$ cat src/rtl/tmcw_pkg.sv
// Shared types and constants for the text-mode console writer.
// No dependencies; imported by every module of the block.
`default_nettype none

package tmcw_pkg;

    localparam int ATTR_W    = 8;
    localparam int CFG_IDX_W = 1;
    localparam int START_ROW = 14;

    localparam logic [CFG_IDX_W-1:0] CFG_NORMAL_ATTR = 1'd0;
    localparam logic [CFG_IDX_W-1:0] CFG_CURSOR_ATTR = 1'd1;

    localparam logic [7:0]  CHAR_NUL        = 8'h00;
    localparam logic [7:0]  CHAR_BS         = 8'h08;
    localparam logic [7:0]  CHAR_NL         = 8'h0A;
    localparam logic [15:0] CELL_BLANK      = 16'h0700;
    localparam logic [7:0]  NORMAL_ATTR_RST = 8'h07;
    localparam logic [7:0]  CURSOR_ATTR_RST = 8'h70;

    localparam logic ACT_PUT  = 1'b0;
    localparam logic ACT_READ = 1'b1;

    typedef struct packed {
        logic        action;
        logic [7:0]  char_code;
        logic [10:0] cell_index;
    } t_in_item;

    typedef struct packed {
        logic [15:0] cell_value;
        logic [6:0]  cursor_column;
        logic [4:0]  cursor_row;
    } t_out_item;

    // controller -> datapath strobes
    typedef struct packed {
        logic latch;      // take the input item
        logic clr_wr;     // reset sweep: blank cell at pointer
        logic look;       // read cursor cell or addressed cell
        logic load_read;  // load read result into output register
        logic edit;       // rewrite old cursor cell, move cursor
        logic sc_prime;   // first scroll read, pointer to zero
        logic sc_step;    // one scroll copy / clear
        logic draw_rd;    // read new cursor cell
        logic draw_wr;    // draw cursor, load output register
    } t_cmd;

    // datapath -> controller
    typedef struct packed {
        logic ptr_last;
        logic is_read;
        logic edit_scroll;
        logic out_free;
    } t_status;

endpackage

`default_nettype wire

$ cat src/rtl/tmcw_ctrl.sv
// Sequencer for the console writer: reset sweep, read, put and scroll steps.
// Depends on tmcw_pkg; drives the datapath strobes and the input stall.
`default_nettype none

module tmcw_ctrl
    import tmcw_pkg::*;
(
    input  wire logic    i_clk,
    input  wire logic    i_rst_n,
    input  wire logic    i_in_valid,
    input  wire t_status i_sts,
    output t_cmd         o_cmd,
    output logic         o_in_stall
);

    typedef enum logic [3:0] {
        S_CLEAR,
        S_IDLE,
        S_LOOK,
        S_READ_OUT,
        S_EDIT,
        S_SC_PRIME,
        S_SCROLL,
        S_DRAW_RD,
        S_DRAW_WR
    } t_state;

    t_state r_state, n_state;

    always_comb begin
        n_state = r_state;
        o_cmd   = '0;
        case (r_state)
            S_CLEAR: begin
                o_cmd.clr_wr = 1'b1;
                if (i_sts.ptr_last) n_state = S_IDLE;
            end
            S_IDLE: begin
                if (i_in_valid) begin
                    o_cmd.latch = 1'b1;
                    n_state     = S_LOOK;
                end
            end
            S_LOOK: begin
                o_cmd.look = 1'b1;
                n_state    = i_sts.is_read ? S_READ_OUT : S_EDIT;
            end
            S_READ_OUT: begin
                if (i_sts.out_free) begin
                    o_cmd.load_read = 1'b1;
                    n_state         = S_IDLE;
                end
            end
            S_EDIT: begin
                o_cmd.edit = 1'b1;
                n_state    = i_sts.edit_scroll ? S_SC_PRIME : S_DRAW_RD;
            end
            S_SC_PRIME: begin
                o_cmd.sc_prime = 1'b1;
                n_state        = S_SCROLL;
            end
            S_SCROLL: begin
                o_cmd.sc_step = 1'b1;
                if (i_sts.ptr_last) n_state = S_DRAW_RD;
            end
            S_DRAW_RD: begin
                o_cmd.draw_rd = 1'b1;
                n_state       = S_DRAW_WR;
            end
            S_DRAW_WR: begin
                if (i_sts.out_free) begin
                    o_cmd.draw_wr = 1'b1;
                    n_state       = S_IDLE;
                end
            end
            default: n_state = S_IDLE;
        endcase
    end

    always_ff @(posedge i_clk) begin
        if (!i_rst_n) begin
            r_state <= S_CLEAR;
        end else begin
            r_state <= n_state;
        end
    end

    assign o_in_stall = (r_state != S_IDLE);

endmodule

`default_nettype wire

$ cat config.mk
export PLATFORM = sky130hd
export DESIGN_NAME = tmcw_ctrl
export DESIGN_NICKNAME = d
export VERILOG_FILES = /design/src/rtl/tmcw_pkg.sv /design/src/rtl/tmcw_ctrl.sv
export SDC_FILE = /design/constraint.sdc
export NUM_CORES = 1
export LEC_CHECK = 0
export CORE_AREA = 2 2 39 41
export DETAILED_ROUTE_END_ITERATION = 8
export DIE_AREA = 0 0 41 43
export DONT_BUFFER_PORTS = 1
export MAX_ROUTING_LAYER = met4
export PLACE_DENSITY_LB_ADDON = 0.15
export SYNTH_ARGS = -nofsm -noshare
export SYNTH_HDL_FRONTEND = slang
export SYNTH_SLANG_ARGS = --single-unit
$ cat constraint.sdc
create_clock -name i_clk -period 3.7 [get_ports i_clk]
set_clock_uncertainty 0.2 [all_clocks]
set_input_delay 0.185 -clock i_clk [delete_from_list [all_inputs] [get_ports i_clk]]
set_output_delay 0.185 -clock i_clk [all_outputs]
set_load 0.02 [all_outputs]
==> impl_metrics.env <==
export IMPL_status="finished, final reports clean"
export IMPL_ant_nets=0
export IMPL_avgSynthCellArea_sq_um=7.59
export IMPL_initial_utilization_pct=25.2
export IMPL_hold_depth=3
export IMPL_port_buffers=0
export IMPL_hp_start="i_sts[0]"
export IMPL_die_w_microns=41
export IMPL_crit_path_start="r_state[0]$_SDFFE_PN0P_"
export IMPL_tns_ps=0
export IMPL_layout_commonest_cell="nor2_1"
export IMPL_largest_reg_flops=4
export IMPL_worst_pin_slew_ps=931
export IMPL_num_vias=333
export IMPL_drive_above_1_share_pct=12.5
export IMPL_cp_start_kind="register"
export IMPL_holdWs_ps=86.1
export IMPL_post_route_min_period_ps=2110
export IMPL_synthXorXnorAreaFrac_pct=2.51
export IMPL_dr_pass1_iters=2
export IMPL_drv_cap=0
export IMPL_cp_arrival_ps=2080
export IMPL_coreArea_sq_mm=0.00138
export IMPL_largest_register="r_state"
export IMPL_area_growth_synth_to_final_pct=16.1
export IMPL_setup_ws_ps=1590
export IMPL_grt_max_degree=15
export IMPL_hold_path_class="in -> reg"
export IMPL_io_pins=17
export IMPL_vdd_ir_drop_max_mv=0.275
export IMPL_syn_area_sq_um=349
export IMPL_rsz0062_at_grt="false"
export IMPL_grtUsageTotal_pct=11.6
export IMPL_slew_headroom_pct=37.1
export IMPL_grt_antenna_before_repair=0
export IMPL_r2r_end="r_state[3]$_SDFFE_PN0P_"
export IMPL_cts_tree="done"
export IMPL_setup_viol=0
export IMPL_critPathMaxFanout=14
export IMPL_required_ps=3670
export IMPL_pre_cts_slack_ps=1780
export IMPL_final_core_utilization_pct=29.3
export IMPL_cp_end_kind="register"
export IMPL_synth_seq_cells=4
export IMPL_drv_slew=0
export IMPL_die_area_sq_mm=0.00176
export IMPL_ff2ff_setup_slack_ps=1590
export IMPL_drt_initial_drc_count=5
export IMPL_synthesis_nets=53
export IMPL_wl_microns=818
export IMPL_std_cell_rows=14
export IMPL_num_nets_final=57
export IMPL_detail_route_wl_per_cell_microns=12.8
export IMPL_cts_sinks=4
export IMPL_seq_area_frac_synth_pct=22.9
export IMPL_cts_repair_resized=0
export IMPL_ys_warn_count=0
export IMPL_max_freq_mhz=475
export IMPL_grt_overflow_total=0
export IMPL_cts_buffers=3
export IMPL_endpoint="r_state[3]$_SDFFE_PN0P_"
export IMPL_syn_inst=46
export IMPL_period_share_pct=56.9
export IMPL_mostFrequentLayoutCells="nor2_1 (7), dfxtp_1 (4)"
export IMPL_grt_pass1_vias=325
export IMPL_gp_congestion=0.725
export IMPL_reg2reg_depth=5
export IMPL_synth_mux_area_share_pct=8.60
export IMPL_synth_simple_area_share_pct=40.1
export IMPL_pwr_density_cell_mw_per_mm2=757
export IMPL_insertion_delay_ps=230
export IMPL_clkTransAtPathRegs_ps=30
export IMPL_timing_rr_start="r_state[0]$_SDFFE_PN0P_"
export IMPL_synth_cell_type_count=24
export IMPL_viasPerCell=5.20
export IMPL_hpwl_microns=601
export IMPL_grt_pass1_wl_microns=1340
export IMPL_synth_top_family_by_area="simple AND/OR/NAND/NOR gates"
export IMPL_antenna_diode_count=0
export IMPL_synth_compound_area_share_pct=19.0
export IMPL_drc=0
export IMPL_cts_root_buffer="clkbuf_4"
export IMPL_die_height_microns=43
export IMPL_crit_type="reg -> reg"
export IMPL_p_leak_nw=0.164
export IMPL_top_regs="r_state (4)"
export IMPL_synth_fa_ha_area_share_pct=0
export IMPL_hold_violations=0
export IMPL_cts_buffer_depth=2
export IMPL_cts_max_level=1
-- how the worst min path moves through the flow --
stage	to	slack, ps
final	r_state[1]$_SDFFE_PN0P_	90
after global placement	r_state[3]$_SDFFE_PN0P_	130
after floorplan	r_state[3]$_SDFFE_PN0P_	120
after detailed placement	r_state[3]$_SDFFE_PN0P_	140
after CTS	r_state[1]$_SDFFE_PN0P_	90
after global routing	r_state[1]$_SDFFE_PN0P_	110
-- metrics by stage --
stage | instances | total power [mW] | area, sq um
after floorplan | 46 | 0.236 | 349
after global placement | 58 | 0.253 | 353
after detailed placement | 58 | 0.256 | 353
after CTS | 64 | 0.311 | 405
after global routing | 64 | 0.333 | 405
final | 64 | 0.307 | 405
-- kinds of logic (layout without fill, tap and decap cells) --
group	after synthesis	count (layout)
mux	3	3
compound gates	8	8
buf+inv	6	8
simple gates	24	24
flops	4	4
xor+xnor	1	1
-- Yosys cell counts (all sizes together) --
cell type | n | area share, %
a21oi | 1 | 2.5
o22ai | 1 | 3.6
buf | 1 | 1.4
o21a | 2 | 4.3
nor4 | 2 | 3.6
mux2i | 3 | 8.6
nor2 | 7 | 7.5
o22a | 1 | 2.5
xor2 | 1 | 2.5
o21ai | 1 | 1.4
inv | 2 | 2.2
clkbuf | 3 | 3.2
a211oi | 1 | 2.2
nand2 | 2 | 2.2
and4b | 1 | 2.9
nor3b | 1 | 2.2
nor4b | 1 | 2.5
dfxtp | 4 | 23
nand2b | 3 | 5.4
nor3 | 2 | 2.9
nor2b | 3 | 5.4
or3 | 1 | 1.8
o31a | 1 | 2.5
or4b | 1 | 3.9
-- critical path: stages (launching register included) --
cell and delay, ps:
dfxtp_1 570, nand2b_1 160, nor2_1 380, nor2_1 90, nor2_1 90, dlygate4sd3_1 550
-- routing by layer --
| layer | GRT usage [%] | vias to the layer above | share of wire, % |
|---|---|---|---|
| met5 | - | - | 0 |
| met4 | 12.0 | 0 | 2.1 |
| met3 | 0 | 2 | 6.5 |
| met2 | 15.9 | 11 | 49 |
| met1 | 14.1 | 155 | 42 |
| li1 | - | 165 | - |
-- cell type report --
type	count	area, sq um
flip-flops and latches	4	80.1
clock buffers	3	22.5
repair buffers	3	30.0
well taps	16	20.0
inverters	2	7.51
multi-input cells	36	245
fillers	149	978
-- report_power, final --
part | switching, mW | internal [mW] | total, mW | leakage (nW)
clock network | 0.0155 | 0.0361 | 0.0516 | 0.0138
registers | 0.0454 | 0.0569 | 0.102 | 0.0328
logic | 0.0863 | 0.0668 | 0.153 | 0.117
-- repair_timing --
item                                   CTS  global route
setup buffers                            0             0
hold buffers                             3             0
endpoints found under the hold margin    4             0
setup endpoints to repair                0             0
Note: power is estimated with default switching activity, not from simulation.
